### src/rtl/core/lts_pkg.sv
package lts_pkg;

    // Smoothing weight after reset: half new color, half previous color.
    localparam logic [7:0] WEIGHT_RESET = 8'd128;

    // Depth of the request queue between the front and the back.
    localparam int QUEUE_DEPTH = 2;
    localparam int QUEUE_AW    = $clog2(QUEUE_DEPTH);

    typedef struct packed {
        logic [7:0] blue;
        logic [7:0] green;
        logic [7:0] red;
    } t_rgb;

    // A classified request as the front hands it to the back.
    typedef struct packed {
        logic ch_ok;
        logic pos_ok;
        logic frame_end;
        t_rgb color;
    } t_req;

    // Status that the back reports to the front.
    typedef struct packed {
        logic clearing;
    } t_back_status;

    typedef enum logic {
        ST_CLEAR,
        ST_RUN
    } t_back_state;

endpackage

### src/rtl/core/lts_back.sv
module lts_back import lts_pkg::*; #(
    parameter int MAX_LEDS       = 96,
    parameter int MAX_CHANNELS   = 2,
    localparam int DEPTH         = MAX_LEDS * MAX_CHANNELS,
    localparam int ADDR_W        = (DEPTH > 1) ? $clog2(DEPTH) : 1,
    localparam int CH_W          = (MAX_CHANNELS > 1) ? $clog2(MAX_CHANNELS) : 1
) (
    input  logic              i_clk,
    input  logic              i_rst_n,
    input  logic              i_cfg_wr_en,
    input  logic [7:0]        i_cfg_wr_data,
    input  logic              i_q_valid,
    input  t_req              i_req,
    input  logic [ADDR_W-1:0] i_addr,
    input  logic [CH_W-1:0]   i_ch_idx,
    output logic              o_pop,
    output t_back_status      o_status,
    output logic              o_out_valid,
    input  logic              i_out_ready,
    output t_rgb              o_out_color,
    output logic              o_out_last
);

    function automatic logic [7:0] blend(input logic [7:0] w, input logic [7:0] fresh,
                                         input logic [7:0] old);
        logic [15:0] sum;
        sum = 16'(w) * 16'(fresh) + 16'(9'd256 - {1'b0, w}) * 16'(old);
        return sum[15:8];
    endfunction

    t_back_state         r_state;
    t_back_state         n_state;
    logic                clearing;
    logic [ADDR_W-1:0]   r_clr_addr;

    logic [7:0]          r_weight;
    logic [MAX_CHANNELS-1:0] r_primed;

    t_rgb                r_mem [DEPTH];
    t_rgb                r_rdata;

    logic                r_s1_valid;
    t_req                r_s1_req;
    logic [ADDR_W-1:0]   r_s1_addr;
    logic [CH_W-1:0]     r_s1_ch;

    logic                r_fwd_valid;
    logic [ADDR_W-1:0]   r_fwd_addr;
    t_rgb                r_fwd_data;

    logic                r_out_valid;
    t_rgb                r_out_color;
    logic                r_out_last;

    logic                s1_adv;
    logic                in_store;
    logic                smooth;
    logic                item_we;
    t_rgb                prev;
    t_rgb                result;
    logic                mem_we;
    logic [ADDR_W-1:0]   mem_waddr;
    t_rgb                mem_wdata;

    // Clear pass after reset, one entry per cycle.
    always_comb begin
        n_state = r_state;
        case (r_state)
            ST_CLEAR: begin
                if (r_clr_addr == ADDR_W'(DEPTH - 1)) begin
                    n_state = ST_RUN;
                end
            end
            ST_RUN:   n_state = ST_RUN;
            default:  n_state = ST_CLEAR;
        endcase
    end

    always_comb begin
        case (r_state)
            ST_CLEAR: clearing = 1'b1;
            ST_RUN:   clearing = 1'b0;
            default:  clearing = 1'b1;
        endcase
    end

    assign o_status.clearing = clearing;

    always_ff @(posedge i_clk) begin
        if (!i_rst_n) begin
            r_state    <= ST_CLEAR;
            r_clr_addr <= '0;
        end else begin
            r_state <= n_state;
            if (clearing) begin
                r_clr_addr <= r_clr_addr + 1'b1;
            end
        end
    end

    always_ff @(posedge i_clk) begin
        if (!i_rst_n) begin
            r_weight <= WEIGHT_RESET;
        end else if (i_cfg_wr_en) begin
            r_weight <= i_cfg_wr_data;
        end
    end

    // Stage one holds the item whose stored color has just been read.
    assign s1_adv = r_s1_valid && (!r_out_valid || i_out_ready);
    assign o_pop  = !clearing && i_q_valid && (!r_s1_valid || s1_adv);

    // The write of the item ahead can land on the edge this item was read.
    assign prev = (r_fwd_valid && (r_fwd_addr == r_s1_addr)) ? r_fwd_data : r_rdata;

    assign in_store = r_s1_req.ch_ok && r_s1_req.pos_ok;
    assign smooth   = in_store && r_primed[r_s1_ch];
    assign item_we  = s1_adv && in_store;

    always_comb begin
        if (smooth) begin
            result.red   = blend(r_weight, r_s1_req.color.red,   prev.red);
            result.green = blend(r_weight, r_s1_req.color.green, prev.green);
            result.blue  = blend(r_weight, r_s1_req.color.blue,  prev.blue);
        end else begin
            result = r_s1_req.color;
        end
    end

    assign mem_we    = clearing || item_we;
    assign mem_waddr = clearing ? r_clr_addr : r_s1_addr;
    assign mem_wdata = clearing ? '0 : result;

    always_ff @(posedge i_clk) begin
        if (mem_we) begin
            r_mem[mem_waddr] <= mem_wdata;
        end
        if (o_pop) begin
            r_rdata <= r_mem[i_addr];
        end
    end

    always_ff @(posedge i_clk) begin
        if (!i_rst_n) begin
            r_s1_valid  <= 1'b0;
            r_fwd_valid <= 1'b0;
            r_out_valid <= 1'b0;
            r_primed    <= '0;
        end else begin
            if (o_pop) begin
                r_s1_valid <= 1'b1;
            end else if (s1_adv) begin
                r_s1_valid <= 1'b0;
            end
            if (item_we) begin
                r_fwd_valid <= 1'b1;
            end
            if (s1_adv) begin
                r_out_valid <= 1'b1;
            end else if (i_out_ready) begin
                r_out_valid <= 1'b0;
            end
            if (s1_adv && r_s1_req.ch_ok && r_s1_req.frame_end) begin
                r_primed[r_s1_ch] <= 1'b1;
            end
        end
    end

    always_ff @(posedge i_clk) begin
        if (o_pop) begin
            r_s1_req  <= i_req;
            r_s1_addr <= i_addr;
            r_s1_ch   <= i_ch_idx;
        end
        if (item_we) begin
            r_fwd_addr <= r_s1_addr;
            r_fwd_data <= result;
        end
        if (s1_adv) begin
            r_out_color <= result;
            r_out_last  <= r_s1_req.frame_end;
        end
    end

    assign o_out_valid = r_out_valid;
    assign o_out_color = r_out_color;
    assign o_out_last  = r_out_last;

endmodule

### config.mk
export PLATFORM = sky130hd
export DESIGN_NAME = lts_back
export DESIGN_NICKNAME = d
export VERILOG_FILES = /design/src/rtl/core/lts_pkg.sv /design/src/rtl/core/lts_back.sv
export SDC_FILE = /design/constraint.sdc
export NUM_CORES = 2
export LEC_CHECK = 0
export CAP_MARGIN = 10
export CORE_MARGIN = 3
export CORE_UTILIZATION = 60
export DETAILED_ROUTE_END_ITERATION = 6
export DONT_BUFFER_PORTS = 1
export MAX_ROUTING_LAYER = met4
export PLACE_DENSITY = 0.73
export SYNTH_ARGS = -nofsm -noshare
export SYNTH_HDL_FRONTEND = slang
export SYNTH_MEMORY_MAX_BITS = 65536
export SYNTH_SLANG_ARGS = --single-unit
### constraint.sdc
create_clock -name i_clk -period 23.1 [get_ports i_clk]
set_input_delay 4.62 -clock i_clk [delete_from_list [all_inputs] [get_ports i_clk]]
set_output_delay 4.62 -clock i_clk [all_outputs]
set_load 0.02 [all_outputs]
# Word-level counts from Yosys, hierarchy flattened
# Memories as Yosys holds them, arrays and structs flattened. A register that Yosys moved wholly into a read port is not among the register bits.
# Cells that the tools add are included.
# totals
word_cells,76
inputBits,49
ram_bits,4608
register_bits,115
n_memories,1
# mem_list
memory,words,width,read_ports,rd_clocked_by_memory_dff,wr,line_no,text
r_mem,192,24,1,1,1,lts_back.sv:39,t_rgb r_mem [DEPTH];
# op_classes
mux,17
reduce_logical,18
order_cmp,2
eq_ne,2
n_addsub,5
n_bitwise,2
n_mul,6
# ops
cell,count
$mux 24,3
$add 16x16->16,3
$mul 8x8->16,3
$mul 16x8->16,2
$mul 10x9->16,1
$logic_and 1x1->1,10
$mux 1,10
$sub 9x8->10 const A,1
$add 8x1->8 const B,1
$eq 8x8->1,1
$eq 8x8->1 const B,1
$mux 8,1
$pmux 1 s2,2
$reduce_bool 2->1,2
$logic_not 1->1,3
$logic_or 1x1->1,3
$lt 1x2->1 const B,1
$or 2x2->2,1
$demux 1 s1,1
$ge 1x1->1 const B,1
$not 1->1,1

# Logic depth before layout (Yosys ltp)
# depth
ltp_word,7
mapped_depth,27
ltp_nobuf,25

# Worst setup path after synthesis
# Ideal clock, no wire load.
# synth_path
kind,flip-flop to flip-flop
from,register r_s1_addr[7]
to,memory r_mem[0][23] (netlist bit) (data pin)
synth_period_minus_slack_ps,18929
slack_ps,4171
path_stages_with_launch,26
arrival_ps,16771
cell_sequence,edfxtp_1 > xnor2_1 > nand3_1 > nor3_1 > clkbuf_1 > buf_2 > mux2i_1 > nor2_1 > fa_1 > inv_1 > fa_1 > inv_1 > fa_1 > fa_1 > fa_1 > inv_1 > fa_1 > inv_1 > ha_1 > and2_1 > a22oi_1 > inv_1 > a21oi_1 > o211ai_2 > a41o_1 > nor4_1
# synth_rtl
element,line_no,text
from (decl),lts_back.sv:44,logic [ADDR_W-1:0] r_s1_addr;
from (signal assigned),lts_back.sv:172,r_s1_addr <= i_addr;
to (decl),lts_back.sv:39,

==> results.md <==
- H-tree levels: 5
- Width of the chip: between 500 and 600 um
- Vias: approximately 96000
- Yosys warning total: 0
- Vias per cell: a little under 7
- I/O Pins: 77
- Clk_lat worst skew: roughly 0.99 ns
- Yosys reg bits: around 4700
- Ys flop type: edfxtp_1
- Final Setup Violations: 0
- Violated checks: max-slew violations
- DIE HEIGHT: around 570 um
- Setup TNS: 0 ns
- Overall Global Routing Usage: between 30% and 40%
- Share of cells above drive strength 1: 28.9%
- Drt first pass iters: 5
- Largest net degree at the start of global routing: a little under 300
- Fin nets: between 9000 and 10000
- Total grt overflow: 0
- Fillers: between 15000 and 20000
- Combinational cell fraction of total power: approximately a tenth
- Initial core utilization: 60.4%
- Synth Area per Inst: around 22 um2
- CTS buffer count: about 460
- Core Area: ~320000 um2
- Seq pwr share: roughly 50%
- Number of synthesized flops with an enable pin: 4725
- Netlist cell types: 63
- Post-cts gate resize count: 0
- Routability cong.: between 0.8 and 0.9
- Post-Syn Area: about 190000 um2
- # rows: about 210
- CP Data Arrival Time: between 10 and 15 ns
- Final Skew: 0.0550 ns
- Hold Vio Cnt, Final: 0
- Post-DP HPWL: roughly 270000 um
- CTS Sinks: around 4700
- Leak: roughly 0.078 uW
- Startpoint types: register
- Critical Path RT: ~24 ns
- Setup ws final: 12.33 ns
- P_sw: approximately 4300 uW
- Initial antenna violation count: 50
- Vias in the first global route: 96800
- CTS tree: done
- CP max FO: roughly 110
- Avg WL per Cell: ~38 um
- Die area: ~330000 um2
- Worst slew margin: -32.4%
- Post-layout util: between 60% and 70%
- Synthesized instance count: 8717
- WHS: ~0.47 ns
- RSZ-0062 raised after global routing: no
- Detailed Route Iter0 Violations: between 15000 and 20000
- Kind of critical path: register to register
- Max Slew Vio Count: roughly 350
- Dpl ws: approximately 12 ns
- Max rail drop VDD: 0.0824 mV
- Antenna-violating nets left: 0
- Global-route wire length before repair: between 700000 and 800000 um
- DRC Markers: 0
- Switching share of power: between 20% and 30%
- Worst-path clk slew: 0.06 ns
- Clock root cell: clkbuf_16
- FMAX: 92.9 MHz
- Clock Tree Buf Depth: 4
- P_int: around 14000 uW
- Worst slew pin tran: a little under 2 ns
- Hold-fix buffers, CTS: 0
- Tot Pwr: ~19000 uW
- Clock power frac: 40.3%
- Seq/Total Area, Yosys: 73.4%
- Crit path capture type: register
- Post-CTS Setup Repair Bufs: 0
- Synthesized Nets: just over 9000
- Total Wirelength: 518000 um
- Pwr per Cell Area: roughly 86 nW/um2
- Max-capacitance violation count: 0
- Period utilization: a little under half
- Status: finished with violations
- Asr flop ratio synth: 0%
- Area Growth Syn to Fin: 11.5%
- Minimum clock period after layout: about 11 ns
- PortBufs: 0
- Hold Path Class: register to register
## critical path: stages (launching register included)
cell and delay, ns:
edfxtp_1 0.49, xnor2_1 0.23, nand4_1 0.50, nor3_2 0.25
buf_4 0.47, mux2i_1 0.82, nor2_1 0.08, ha_1 0.30
inv_1 0.05, fa_1 0.44, fa_1 0.50, inv_1 0.06
fa_1 0.54, inv_1 0.06, fa_1 0.50, inv_1 0.06
fa_1 0.44, ha_1 0.30, a21o_1 0.19, a21o_1 0.18
or3_1 0.37, or3_1 0.40, o211ai_1 0.34, a21boi_0 0.14
o31ai_1 0.64, and2_4 0.94, buf_4 0.95
## metal layers
layer | part of all wire [%] | vias to the layer above | GRT usage [%]
met3 | 14 | 965 | 9.24
met2 | 46 | 7440 | 47.5
met1 | 35 | 50900 | 45.6
met4 | 4.0 | 0 | 11.4
met5 | 0 | - | -
li1 | - | 36500 | -
## kinds of logic (layout without fill, tap and decap cells)
family          after synthesis  count (layout)  share of synthesized area [%]
mux                        1579            1579                           17.9
compound gates              153             153                          0.536
flops                      4747            4747                           73.4
buf+inv                     869            1565                           1.76
xor+xnor                     53              53                          0.239
other cells                   0              50                              0
simple gates                832             832                           1.90
fa+ha+maj                   484             484                           4.29
## state kept, by name, indices dropped and copies added (netlist names)
name         cells
r_clr_addr       8
r_rdata         24
r_weight         8
r_state          1
r_fwd_data      24
r_s1_addr        8
o_out_valid      1
r_mem         4608
r_primed         2
o_out_last       1
r_fwd_valid      1
r_s1_valid       1
r_s1_ch          1
r_fwd_addr       8
o_out_color     24
r_s1_req        27
## synth_stat cells, types with 8 or more instances
cell	count	area [um2]
fa_1	301	6030
nand3_1	20	100
nand2b_1	9	56.3
a21o_1	8	60.1
o21ai_0	18	90.1
o31ai_1	8	60.1
dfxtp_1	22	440
nor2b_1	17	106
ha_1	183	2290
buf_2	113	566
xor2_1	9	78.8
o21a_1	9	67.6
nor2_1	306	1150
inv_1	422	1580
mux4_2	1512	34100
nand2_1	296	1110
mux2_2	16	180
nor3_1	9	45.0
mux2i_1	51	510
o21ai_1	25	125
clkbuf_1	278	1040
edfxtp_1	4725	142000
buf_1	55	206
nand4_1	11	68.8
a21oi_1	22	110
and2_1	131	820
xnor2_1	44	385
## through the flow
stage          instances  instance area, um2
6_report           13800              216000
5_1_grt            13800              216000
4_1_cts            13700              216000
3_5_place_dp       12900              201000
3_3_place_gp       12900              201000
2_1_floorplan       8717              194000
## power groups by stage
stage,combinational [uW],clock [uW],sequential (uW)
global placement,1700,0,9530
global route,2020,7920,9340
detailed placement,1750,0,9530
finish,1790,7520,9350
floorplan,1340,0,9530
CTS,1770,7590,9350
## placed cells by master, fill, tap and decap left out, drive strengths merged, types with 11 or more instances in the layout
cell,instances
buf,312
inv,442
clkinvlp,19
nor2b,17
a21oi,22
xnor2,44
diode,50
edfxtp,4725
dfxtp,22
mux2,16
bufinv,59
ha,183
nand3,20
clkinv,188
and2,131
mux2i,51
o21ai,43
fa,301
nand2,296
mux4,1512
nor2,306
nand4,11
clkbuf,545
## worst paths after layout
path,start,slack (ns),cells past startpoint,end
hold / removal,r_primed[0]$_SDFFE_PN0P_,0.47,1,r_primed[0]$_SDFFE_PN0P_
hold reg to reg,r_primed[0]$_SDFFE_PN0P_,0.47,1,r_primed[0]$_SDFFE_PN0P_
setup reg to reg,r_s1_addr[1]$_DFFE_PP_,12.33,26,r_mem[119][5]$_DFFE_PP_
setup / recovery,r_s1_addr[1]$_DFFE_PP_,12.33,26,r_mem[119][5]$_DFFE_PP_
## layout make-up
type                            instances  area (um2)  area share [%]
Antenna cell                           50         125          0.0579
Multi-Input combinational cell       3101       49200            22.7
Clock buffer                          545       11800            5.44
Inverter                              422        1580           0.733
Timing Repair Buffer                  312        2670            1.23
Clock inverter                        286        3190            1.47
Tap cell                             4305        5390            2.49
Sequential cell                      4747      142000            65.8
No activity file was read; power rests on OpenSTA's default activity.
