## config.mk

```make
export PLATFORM = sky130hd
export DESIGN_NAME = lts_queue
export DESIGN_NICKNAME = d
export VERILOG_FILES = /design/src/rtl/core/lts_pkg.sv /design/src/rtl/core/lts_queue.sv
export SDC_FILE = /design/constraint.sdc
export NUM_CORES = 1
export LEC_CHECK = 0
export ABC_AREA = 1
export BUFFER_PORTS_ARGS = -buffer_cell sky130_fd_sc_hd__buf_2
export CORE_MARGIN = 2
export CORE_UTILIZATION = 47
export DETAILED_ROUTE_END_ITERATION = 12
export PLACE_DENSITY = 0.75
export SYNTH_ARGS = -nofsm -noshare
export SYNTH_HDL_FRONTEND = slang
export SYNTH_SLANG_ARGS = --single-unit
export TNS_END_PERCENT = 100
```

## constraint.sdc

```tcl
create_clock -name i_clk -period 2 [get_ports i_clk]
set_input_delay 0.2 -clock i_clk [delete_from_list [all_inputs] [get_ports i_clk]]
set_output_delay 0.2 -clock i_clk [all_outputs]
set_load 0.03 [all_outputs]
```

## src/rtl/core/lts_pkg.sv

```systemverilog
package lts_pkg;

    // Smoothing weight after reset: half new color, half previous color.
    localparam logic [7:0] WEIGHT_RESET = 8'd128;

    // Depth of the request queue between the front and the back.
    localparam int QUEUE_DEPTH = 2;
    localparam int QUEUE_AW    = $clog2(QUEUE_DEPTH);

    typedef struct packed {
        logic [7:0] blue;
        logic [7:0] green;
        logic [7:0] red;
    } t_rgb;

    // A classified request as the front hands it to the back.
    typedef struct packed {
        logic ch_ok;
        logic pos_ok;
        logic frame_end;
        t_rgb color;
    } t_req;

    // Status that the back reports to the front.
    typedef struct packed {
        logic clearing;
    } t_back_status;

    typedef enum logic {
        ST_CLEAR,
        ST_RUN
    } t_back_state;

endpackage

```

## src/rtl/core/lts_queue.sv

```systemverilog
module lts_queue import lts_pkg::*; #(
    parameter int WIDTH = 32
) (
    input  logic             i_clk,
    input  logic             i_rst_n,
    input  logic             i_push,
    input  logic [WIDTH-1:0] i_data,
    output logic             o_full,
    input  logic             i_pop,
    output logic             o_valid,
    output logic [WIDTH-1:0] o_data
);

    logic [WIDTH-1:0]    r_mem [QUEUE_DEPTH];
    logic [QUEUE_AW-1:0] r_wr_ptr;
    logic [QUEUE_AW-1:0] r_rd_ptr;
    logic [QUEUE_AW:0]   r_count;
    logic [QUEUE_AW-1:0] n_wr_ptr;
    logic [QUEUE_AW-1:0] n_rd_ptr;

    assign o_full  = (r_count == (QUEUE_AW + 1)'(QUEUE_DEPTH));
    assign o_valid = (r_count != '0);
    assign o_data  = r_mem[r_rd_ptr];

    assign n_wr_ptr = (r_wr_ptr == QUEUE_AW'(QUEUE_DEPTH - 1)) ? '0 : r_wr_ptr + 1'b1;
    assign n_rd_ptr = (r_rd_ptr == QUEUE_AW'(QUEUE_DEPTH - 1)) ? '0 : r_rd_ptr + 1'b1;

    always_ff @(posedge i_clk) begin
        if (!i_rst_n) begin
            r_wr_ptr <= '0;
            r_rd_ptr <= '0;
            r_count  <= '0;
        end else begin
            if (i_push) begin
                r_wr_ptr <= n_wr_ptr;
            end
            if (i_pop) begin
                r_rd_ptr <= n_rd_ptr;
            end
            case ({i_push, i_pop})
                2'b10:   r_count <= r_count + 1'b1;
                2'b01:   r_count <= r_count - 1'b1;
                default: r_count <= r_count;
            endcase
        end
    end

    always_ff @(posedge i_clk) begin
        if (i_push) begin
            r_mem[r_wr_ptr] <= i_data;
        end
    end

endmodule

```

After elaboration in Yosys (flattened, before gate mapping)
Memories as Yosys holds them, arrays and structs flattened. A register that Yosys moved wholly into a read port is not among the register bits.
Cells that the tools add are included.
W data, S select, Z words.
{"block": "word_totals", "word_cells": 20, "reg_bits": 4, "memories": 1, "ram_bits": 64, "inputBits": 36, "out_inout_bits": 34}
{"memory": "r_mem", "depth": 2, "word_bits": 32, "rd": 1, "rd_ports_with_merged_regs": 1, "wr": 1, "line_no": "lts_queue.sv:14", "rtl": "logic [WIDTH-1:0] r_mem [QUEUE_DEPTH];"}
{"block": "op_classes", "muxes": 7, "add_sub_neg": 4, "eq_ne": 3, "n_reduce_logical": 2}
{"cell": "$mux W1", "n": 6}
{"cell": "$eq A2 B2 Y1 const B", "n": 2}
{"cell": "$pmux W2 S2", "n": 1}
{"cell": "$reduce_bool A2 Y1", "n": 2}
{"cell": "$add A1 B1 Y1 const B", "n": 2}
{"cell": "$add A2 B1 Y2 const B", "n": 1}
{"cell": "$eq A2 B1 Y1 const B", "n": 1}
{"cell": "$sub A2 B1 Y2 const B", "n": 1}

Depth between registers and ports, before layout
Gate-level depths: netlist of the first run.
{"block": "depth", "depth_word": 4, "mapped_depth": 7, "mapped_depth_nobuf": 7}

Least setup slack after synthesis of the first run
OpenSTA, ideal clock, no wires.
{"block": "synth_path", "kind": "flip-flop to flip-flop", "from": "register r_wr_ptr", "to": "memory r_mem[0][0] (enable)", "synth_period_minus_slack_ps": 2098, "arrival_time_ps": 1677, "path_slack_ps": -98, "t_required_ps": 1578, "setup_ps": 422, "n_path_buf": 0, "stages_incl_launch_ff": 2, "path_cell_list": "dfxtp_1 nor2_1"}
{"item": "start, declared", "line_no": "lts_queue.sv:15", "rtl": "logic [QUEUE_AW-1:0] r_wr_ptr;"}
{"item": "start signal, assigned", "line_no": "lts_queue.sv:35", "rtl": "r_wr_ptr <= n_wr_ptr;"}
{"item": "end, declared", "line_no": "lts_queue.sv:14"}
Straight into the memory's write port.

==> impl_metrics.py, run 1 <==
metrics = {
    "yosys": {
        "synthesis.area_sq_mm": 0.002693,
        "yosys.area.top_type": "edfxtp_1",
        "synth_warnings": 0,
        "synth.area.top_cells": "edfxtp_1 71%, mux2_4 17%, dfxtp_1 3.7%",
        "synth_cell_type_count": 13,
        "synth_area_per_cell_sq_um": 19.95,
        "synthesis.instances": 135,
        "synth_nets": 172,
        "synth_top_area_share_pct": 71.38,
        "synth-seq-cells": 69,
        "ys_seq_area_share_pct": 75.09,
    },
    "sta": {
        "skew_ns": 0.007016,
        "finalSetupViolCount": 0,
        "slew_headroom_pct": 70.15,
        "drv_slew": 0,
        "rsz0062_at_grt": "no",
        "worstMarginPinSlew_ns": 0.4466,
        "clock.fmax_mhz": 606.0,
        "fin_crit_sh_pct": 82.51,
        "finalSetupTns_ns": 0,
        "fin_crit_ns": 1.650,
        "finalHoldViolCount": 0,
    },
    "die": {
        "die_h_microns": 79.69,
        "dieArea_sq_mm": 0.006351,
        "num_rows": 27,
        "ios": 70,
        "core-area_sq_mm": 0.005507,
        "start_util_pct": 48.90,
        "dieWidth_microns": 79.69,
    },
    "finish": {
        "n_fill_cell": 447,
        "layout.cells.most_common": "buf_2",
        "syn2layout_area_growth_pct": 22.35,
        "nets": 251,
        "layout_common_cells": "69 x buf_2, 64 x edfxtp_1, 30 x mux2_4, 10 x nor2_1",
        "drive_above_1_share_pct": 53.88,
        "fin_area_sq_mm": 0.003294,
        "n_antenna_cell": 0,
    },
    "critical_path": {
        "path_cells": "buf_12 > mux2_2 > buf_2",
        "crit_required_ns": 1.80,
        "startpoint_type": "flop",
        "cp_slowest_cell": "mux2_2",
        "critical_path_class": "flop to primary output",
        "timing.rr.start": "r_wr_ptr$_SDFFE_PN0P_",
        "worstPathArrival_ns": 1.45,
        "crit_path_max_fanout": 32,
        "worst_path_largest_cell_delay_ns": 0.36,
        "end_kind": "primary output",
    },
    "global_route": {
        "grt_antenna_before_repair": 0,
        "grt_max_degree": 33,
        "grt_pass1_vias": 1404,
        "grt_usage_pct": 13.66,
        "gr-total-overflow": 0,
        "grt_pass1_wl_microns": 6175,
    },
    "power": {
        "vdd_drop_max_uv": 464.0,
        "leakage_uw": 0.001351,
        "power.density_mw_per_mm2": 957.2,
    },
    "clock_tree": {
        "cts_root_buffer": "clkbuf_8",
        "postCtsSetupRepairBufs": 0,
        "path_clk_slew_ns": 0.07,
        "clock_insertion_delay_worst_skew_ns": 0.33,
        "cts_sinks": 69,
        "cts_resized": 0,
        "cts.path.max_buffers": 2,
        "cts.hold.buffers_added": 0,
        "cts_tree": "yes",
        "cts_made_buffers": 9,
        "ctsHtreeMaxLevel": 3,
    },
    "placement": {
        "place_area_sq_mm": 0.003113,
        "portBuffers": 69,
        "place_hpwl_microns": 2875,
        "gp_congestion": 0.6995,
    },
    "routing": {
        "drt_iter0_markers": 37,
        "drc": 0,
        "ant_nets": 0,
        "wl_per_cell_microns": 14.52,
        "routed_wl_microns": 4224,
        "vias": 1377,
        "vias_per_cell": 4.732,
        "drt-pass1-iter-count": 4,
    },
    "min_path": {
        "worstHoldStart": "i_data[11]",
        "min_path_type": "primary input to flop",
    },
    "flow_run": {
        "drv_cap": 0,
    },
    "outcome": {
        "status": "finished clean",
    },
}
cell usage after synthesis (all sizes together):
| cell | count |
|---|---|
| nand4 | 1 |
| nor2 | 11 |
| ha | 1 |
| o21ai | 1 |
| dfxtp | 5 |
| a21oi | 1 |
| edfxtp | 64 |
| mux2 | 32 |
| inv | 6 |
| nand2 | 9 |
| buf | 4 |
metal layers:
layer  share of wire [%]  global-route usage [%]  up-vias
li1                    -                       -      657
met1                  37                   13.38      673
met2                  56                   25.13       38
met3                 4.5                   2.828        9
met4                 1.8                   9.828        0
met5                   0                       0        -
worst max-delay path: cells and delay by family (launching register included):
family   cells  cell delay [ns]
mux          1             0.36
buf+inv      2             0.42
flops        1             0.34
where the power goes:
group / switching (uW) / total (uW) / internal (uW)
Combinational: 262 / 442 / 180
Clock: 461 / 1020 / 561
Sequential: 25.1 / 1690 / 1660
Total: 748 / 3150 / 2410
state kept, by name, indices dropped and copies added (netlist names), named ones only:
| signal | flops |
|---|---|
| r_rd_ptr | 1 |
| r_wr_ptr | 1 |
| r_mem | 64 |
| r_count | 2 |
cell families after synthesis:
family,Yosys count,synth area share [%]
DFF,69,75.09
muxes,32,17.56
and+or+nand+nor,21,3.021
buffers and inverters,10,3.485
AOI/OAI and AO/OA,2,0.3714
adders and majority gates,1,0.4646
path summary, 6_finish.rpt:
check        cells after the start                      end  slack [ns]
min reg2reg                      2  r_count[1]$_SDFFE_PN0P_        0.51
min                              1   r_mem[0][11]$_DFFE_PP_        0.06
max                              3               o_data[14]        0.35
max reg2reg                      2   r_mem[0][29]$_DFFE_PP_        0.74
per-stage QoR:
| step | utilization [%] | total power (uW) | setup WS (ns) | hold WS [ns] | std cells |
|---|---|---|---|---|---|
| detailed placement | 56.53 | 2169 | 0.6862 | 0.3917 | 275 |
| global route | 59.83 | 3277 | 0.2901 | 0.04005 | 291 |
| finish | 59.83 | 3153 | 0.3499 | 0.05994 | 291 |
| global placement | 56.53 | 2155 | 0.6918 | 0.3887 | 275 |
| CTS | 59.83 | 3192 | 0.3241 | 0.03918 | 291 |
| floorplan | - | 2045 | 0.4231 | 0.2989 | 135 |
final cells by class:
| type | count | area [sq um] | area share (%) |
|---|---|---|---|
| multi-input cells | 56 | 584.3 | 17.74 |
| well taps | 72 | 90.09 | 2.735 |
| clock buffers | 10 | 127.6 | 3.874 |
| flip-flops and latches | 69 | 2023 | 61.41 |
| repair buffers | 72 | 392.9 | 11.93 |
| clock inverters | 6 | 53.80 | 1.633 |
| inverters | 6 | 22.52 | 0.6836 |
Power figures use the tool's default switching activity.
==> inputs of run 2 (changes only) <==
--- a/config.mk
+++ b/config.mk
@@ -8,9 +8,9 @@
 export ABC_AREA = 1
 export BUFFER_PORTS_ARGS = -buffer_cell sky130_fd_sc_hd__buf_2
 export CORE_MARGIN = 2
-export CORE_UTILIZATION = 47
+export CORE_UTILIZATION = 52
 export DETAILED_ROUTE_END_ITERATION = 12
-export PLACE_DENSITY = 0.75
+export PLACE_DENSITY = 0.79
 export SYNTH_ARGS = -nofsm -noshare
 export SYNTH_HDL_FRONTEND = slang
 export SYNTH_SLANG_ARGS = --single-unit
==> constraint.sdc (replaced) <==
create_clock -name i_clk -period 1.53 [get_ports i_clk]
set_input_delay 0.153 -clock i_clk [delete_from_list [all_inputs] [get_ports i_clk]]
set_output_delay 0.153 -clock i_clk [all_outputs]
set_load 0.03 [all_outputs]
==> impl_metrics.py, run 2 (synthesis results as in run 1) <==
metrics = {
    "sta": {
        "skew_ns": 0.005823,
        "clock.fmax_mhz": 645.5,
        "fin_crit_sh_pct": 101.2,
        "finalSetupViolCount": 13,
        "finalHoldViolCount": 0,
        "fin_crit_ns": 1.549,
        "drv_slew": 0,
        "rsz0062_at_grt": "yes",
        "worstMarginPinSlew_ns": 0.1907,
        "slew_headroom_pct": 87.29,
        "fin_ws_ns": -0.01910,
    },
    "die": {
        "start_util_pct": 53.40,
        "core-area_sq_mm": 0.005042,
        "die_h_microns": 75.96,
        "num_rows": 26,
        "ios": 70,
        "dieArea_sq_mm": 0.005770,
        "dieWidth_microns": 75.96,
    },
    "finish": {
        "final-seq-area_sq_mm": 0.002026,
        "layout.cells.most_common": "edfxtp_1",
        "syn2layout_area_growth_pct": 36.94,
        "layoutNonFillerInstCount": 299,
        "n_fill_cell": 314,
        "drive_above_1_share_pct": 53.71,
        "nets": 261,
        "layout_common_cells": "64 x edfxtp_1, 37 x buf_2, 33 x buf_6, 32 x mux2_4, 10 x nor2_1",
        "n_antenna_cell": 0,
        "largest-register": "r_mem",
        "largest_register_ffs": 64,
        "multi_input_area_sq_um": 591.8,
        "reg.largest.list": "r_mem: 64 flops, r_count: 2 flops",
    },
    "critical_path": {
        "end_kind": "primary output",
        "critical_path_class": "flop to primary output",
        "path_cells": "clkbuf_16 > mux2_4 > buf_6",
        "crit_path_max_fanout": 7,
        "worstPathArrival_ns": 1.40,
        "crit_required_ns": 1.38,
        "startpoint_type": "flop",
        "worst_path_largest_cell_delay_ns": 0.44,
        "cp_slowest_cell": "dfxtp_4",
    },
    "power": {
        "p_sw_uw": 1030,
        "leakage_uw": 0.001513,
        "p_int_uw": 3449,
        "total_power_uw": 4479,
        "vdd_drop_max_uv": 762.3,
        "clockPowerShare_pct": 33.9,
        "combPwrFrac_pct": 16.7,
        "seqPwrFrac_pct": 49.4,
        "switching_share_pct": 23.00,
        "power.density_mw_per_mm2": 1215,
    },
    "global_route": {
        "grt_antenna_before_repair": 0,
        "gr-total-overflow": 0,
        "grt_usage_pct": 15.99,
        "grt_pass1_wl_microns": 6920,
        "grt_max_degree": 33,
        "grt_pass1_vias": 1448,
    },
    "routing": {
        "wl_per_cell_microns": 15.94,
        "drt_iter0_markers": 111,
        "vias": 1433,
        "vias_per_cell": 4.793,
        "ant_nets": 0,
        "drc": 0,
        "routed_wl_microns": 4766,
        "drt-pass1-iter-count": 4,
    },
    "min_path": {
        "min_path_type": "primary input to flop",
    },
    "placement": {
        "pre_cts_ws_ns": 0.2753,
        "gp_congestion": 0.7499,
        "place_hpwl_microns": 2678,
        "portBuffers": 69,
        "placed_cells": 274,
    },
    "clock_tree": {
        "ctsHtreeMaxLevel": 3,
        "postCtsSetupRepairBufs": 0,
        "cts_made_buffers": 9,
        "cts_sinks": 69,
        "cts.path.max_buffers": 2,
        "cts_tree": "yes",
        "clock_insertion_delay_worst_skew_ns": 0.32,
        "cts_root_buffer": "clkbuf_8",
        "path_clk_slew_ns": 0.07,
    },
    "outcome": {
        "violations": "negative setup slack",
        "status": "complete, but fails checks",
    },
    "flow_run": {
        "drv_cap": 0,
    },
}
run 2: changes by cell type in the layout (fill, tap and decap cells not counted), moves of 2 or more:
cell           before  now
dlygate4sd3_1       0    6
mux2_4             30   32
mux2_2              2    0
buf_2              69   37
buf_6               0   33
clkbuf_16           0    2
run 2: final timing paths:
| check | start | endpoint | slack, ns | cells after the start |
|---|---|---|---|---|
| worst max-delay path | flop | o_data[3] | -0.02 | 3 |
| worst min-delay path | i_data[9] | r_mem[1][9]$_DFFE_PP_ | 0.01 | 1 |
| worst max register to register | r_wr_ptr$_SDFFE_PN0P_ | r_mem[1][19]$_DFFE_PP_ | 0.42 | 3 |
| worst min register to register | r_count[1]$_SDFFE_PN0P_ | r_count[1]$_SDFFE_PN0P_ | 0.51 | 2 |
run 2: stage by stage:
stage          cell area (sq um)  hold slack (ns)  TNS, ns  util, %
4_1_cts                     3537       0.00001255  -0.1065    70.15
3_3_place_gp                3131           0.3409        0    62.08
3_5_place_dp                3131           0.3444        0    62.08
2_1_floorplan               2700           0.2519        0        -
5_1_grt                     3687        -0.003169   -1.206    73.13
6_report                    3687          0.01470  -0.1385    73.13
run 2: final cells by class:
class / count / area share (%)
Timing Repair Buffer: 82 / 20.46
Clock inverter: 6 / 2.104
Sequential cell: 69 / 54.94
Tap cell: 70 / 2.375
Clock buffer: 10 / 3.461
Multi-Input combinational cell: 56 / 16.05
Inverter: 6 / 0.6108
run 2: worst max-delay path: cells and delay by family, from the launching register on:
family | cells | cell delay (ns)
DFF | 1 | 0.44
buffers and inverters | 2 | 0.33
muxes | 1 | 0.31
run 2: power groups by stage:
stage	combinational, uW	sequential (uW)	clock [uW]
after floorplan	435	2240	0
after global placement	581	2240	0
after detailed placement	589	2250	0
after CTS	692	2210	1550
after global routing	783	2220	1630
final	747	2210	1520
run 2: per-layer routing:
metal	track usage, %	part of all wire [%]	vias up
met1	18.63	40	693
met3	3.810	3.8	8
met2	26.70	54	46
met4	10.18	2.2	0
met5	0	0	-
li1	-	-	686
run 2: timing repair:
item	4_1_cts	5_1_grt
hold buffers	1	5
resized for setup	54	20
endpoints found under the setup margin	27	28
endpoints found under the hold margin	2	10
cloned	1	2
==> inputs of run 3 (changes only) <==
--- a/config.mk
+++ b/config.mk
@@ -8,9 +8,9 @@
 export ABC_AREA = 1
 export BUFFER_PORTS_ARGS = -buffer_cell sky130_fd_sc_hd__buf_2
 export CORE_MARGIN = 2
-export CORE_UTILIZATION = 52
+export CORE_UTILIZATION = 53
 export DETAILED_ROUTE_END_ITERATION = 12
-export PLACE_DENSITY = 0.79
+export PLACE_DENSITY = 0.8
 export SYNTH_ARGS = -nofsm -noshare
 export SYNTH_HDL_FRONTEND = slang
 export SYNTH_SLANG_ARGS = --single-unit
==> constraint.sdc (replaced) <==
create_clock -name i_clk -period 1.8 [get_ports i_clk]
set_input_delay 0.18 -clock i_clk [delete_from_list [all_inputs] [get_ports i_clk]]
set_output_delay 0.18 -clock i_clk [all_outputs]
set_load 0.03 [all_outputs]
==> impl_metrics.py, run 3 (synthesis results as in run 1) <==
metrics = {
    "clock_tree": {
        "cts_sinks": 69,
        "cts.path.max_buffers": 2,
        "cts_tree": "yes",
        "cts_root_buffer": "clkbuf_8",
        "postCtsSetupRepairBufs": 0,
        "cts_resized": 0,
        "cts_made_buffers": 9,
        "cts.hold.buffers_added": 0,
        "clock_insertion_delay_worst_skew_ns": 0.33,
        "path_clk_slew_ns": 0.07,
        "ctsHtreeMaxLevel": 3,
    },
    "die": {
        "num_rows": 25,
        "dieArea_sq_mm": 0.005666,
        "die_h_microns": 75.28,
        "dieWidth_microns": 75.28,
        "ios": 70,
        "start_util_pct": 55.90,
        "core-area_sq_mm": 0.004817,
    },
    "routing": {
        "drt_iter0_markers": 66,
        "vias_per_cell": 4.798,
        "vias": 1377,
        "routed_wl_microns": 4110,
        "drt-pass1-iter-count": 5,
        "drc": 0,
        "ant_nets": 0,
        "wl_per_cell_microns": 14.32,
    },
    "power": {
        "clockPowerShare_pct": 35.1,
        "leakage_uw": 0.001365,
        "power.density_mw_per_mm2": 1103,
        "combPwrFrac_pct": 13.3,
        "seqPwrFrac_pct": 51.6,
        "p_sw_uw": 825.9,
        "vdd_drop_max_uv": 856.1,
        "switching_share_pct": 22.72,
        "p_int_uw": 2809,
    },
    "min_path": {
        "worstHoldStart": "i_data[25]",
        "hold_depth": 1,
        "hold_end": "r_mem[0][25]$_DFFE_PP_",
        "min_path_type": "primary input to flop",
    },
    "finish": {
        "reg.largest.list": "r_mem: 64 flops, r_count: 2 flops",
        "largest_register_ffs": 64,
        "drive_above_1_share_pct": 54.55,
        "fin_area_sq_mm": 0.003294,
        "layout_common_cells": "69 x buf_2, 64 x edfxtp_1, 30 x mux2_4, 10 x nor2_1",
        "layout.cells.most_common": "buf_2",
        "nets": 252,
        "layoutNonFillerInstCount": 287,
        "n_fill_cell": 348,
        "fin_util_pct": 68.39,
        "syn2layout_area_growth_pct": 22.35,
        "largest-register": "r_mem",
        "n_antenna_cell": 0,
    },
    "critical_path": {
        "timing.rr.start": "r_wr_ptr$_SDFFE_PN0P_",
        "r2r_end": "r_mem[1][12]$_DFFE_PP_",
        "path_cells": "buf_4 > mux2_4 > buf_2",
        "worst_path_largest_cell_delay_ns": 0.34,
        "end_kind": "primary output",
        "ff2ff_path_depth": 3,
        "crit_path_max_fanout": 20,
        "crit_required_ns": 1.62,
        "ff2ff_setup_slack_ns": 0.55,
        "startpoint_type": "flop",
        "critical_path_class": "flop to primary output",
        "cp_slowest_cell": "buf_4",
        "worstPathArrival_ns": 1.51,
    },
    "sta": {
        "fin_crit_ns": 1.687,
        "drv_slew": 0,
        "clock.fmax_mhz": 592.6,
        "finalSetupViolCount": 0,
        "fin_crit_sh_pct": 93.74,
        "finalHoldViolCount": 0,
        "slew_headroom_pct": 71.29,
        "worstMarginPinSlew_ns": 0.4306,
        "finalSetupTns_ns": 0,
        "skew_ns": 0.006389,
        "rsz0062_at_grt": "no",
    },
    "global_route": {
        "grt_antenna_before_repair": 0,
        "grt_pass1_vias": 1363,
        "grt_max_degree": 33,
        "gr-total-overflow": 0,
        "grt_pass1_wl_microns": 6237,
        "grt_usage_pct": 15.84,
    },
    "placement": {
        "portBuffers": 69,
        "place_hpwl_microns": 2782,
        "gp_congestion": 0.7240,
        "place_area_sq_mm": 0.003089,
        "placed_cells": 271,
    },
    "outcome": {
        "status": "finished clean",
    },
    "flow_run": {
        "drv_cap": 0,
    },
}
-- run 3: changes by cell type in the layout (fill, tap and decap cells not counted), moves of 2 or more --
cell and delta:
buf_6 -33, buf_2 +32, dlygate4sd3_1 -6, buf_4 +4, buf_12 -3, clkbuf_16 -2
mux2_2 +2, mux2_4 -2
-- run 3: how the worst max path moves through the flow --
| stage | startpoint | slack, ns | endpoint |
|---|---|---|---|
| after floorplan | r_wr_ptr$_SDFFE_PN0P_ | 0.22 | r_mem[0][0]$_DFFE_PP_ |
| after global placement | flop | 0.47 | o_data[18] |
| after detailed placement | flop | 0.45 | o_data[0] |
| after CTS | flop | 0.09 | o_data[0] |
| after global routing | flop | 0.04 | o_data[11] |
| final | flop | 0.11 | o_data[4] |
-- run 3: area by class of cell --
type                            instances  area [sq um]  share of cell area, %
Sequential cell                        69          2023                  61.41
Multi-Input combinational cell         56         584.3                  17.74
Timing Repair Buffer                   73         375.4                  11.39
Clock buffer                           10         127.6                  3.874
Tap cell                               67         83.83                  2.545
Clock inverter                          6         77.57                  2.355
Inverter                                6         22.52                 0.6836
-- run 3: power groups by stage --
stage	Combinational (uW)	Sequential, uW	Clock (uW)
6_report	483	1880	1280
5_1_grt	520	1880	1370
4_1_cts	490	1880	1300
3_5_place_dp	488	1910	0
3_3_place_gp	479	1910	0
2_1_floorplan	369	1900	0
-- run 3: stage by stage --
stage	hold slack (ns)	worst slack [ns]	total power, uW
5_1_grt	0.01709	0.04194	3774
4_1_cts	0.02649	0.08884	3667
2_1_floorplan	0.2789	0.2231	2272
6_report	0.03910	0.1127	3635
3_5_place_dp	0.3714	0.4491	2400
3_3_place_gp	0.3683	0.4716	2386
-- run 3: worst max-delay path, delay by kind of cell (launching register included) --
kind                   cells  cell delay (ns)
flip-flops                 1             0.33
buffers and inverters      2             0.52
multiplexers               1             0.33
-- run 3: per-layer routing --
| layer | vias to the layer above | share of wire, % | global-route usage [%] |
|---|---|---|---|
| li1 | 661 | - | - |
| met1 | 671 | 43 | 18.53 |
| met2 | 38 | 51 | 25.54 |
| met3 | 7 | 4.9 | 6.158 |
| met4 | 0 | 1.2 | 8.187 |
| met5 | - | 0 | 0 |
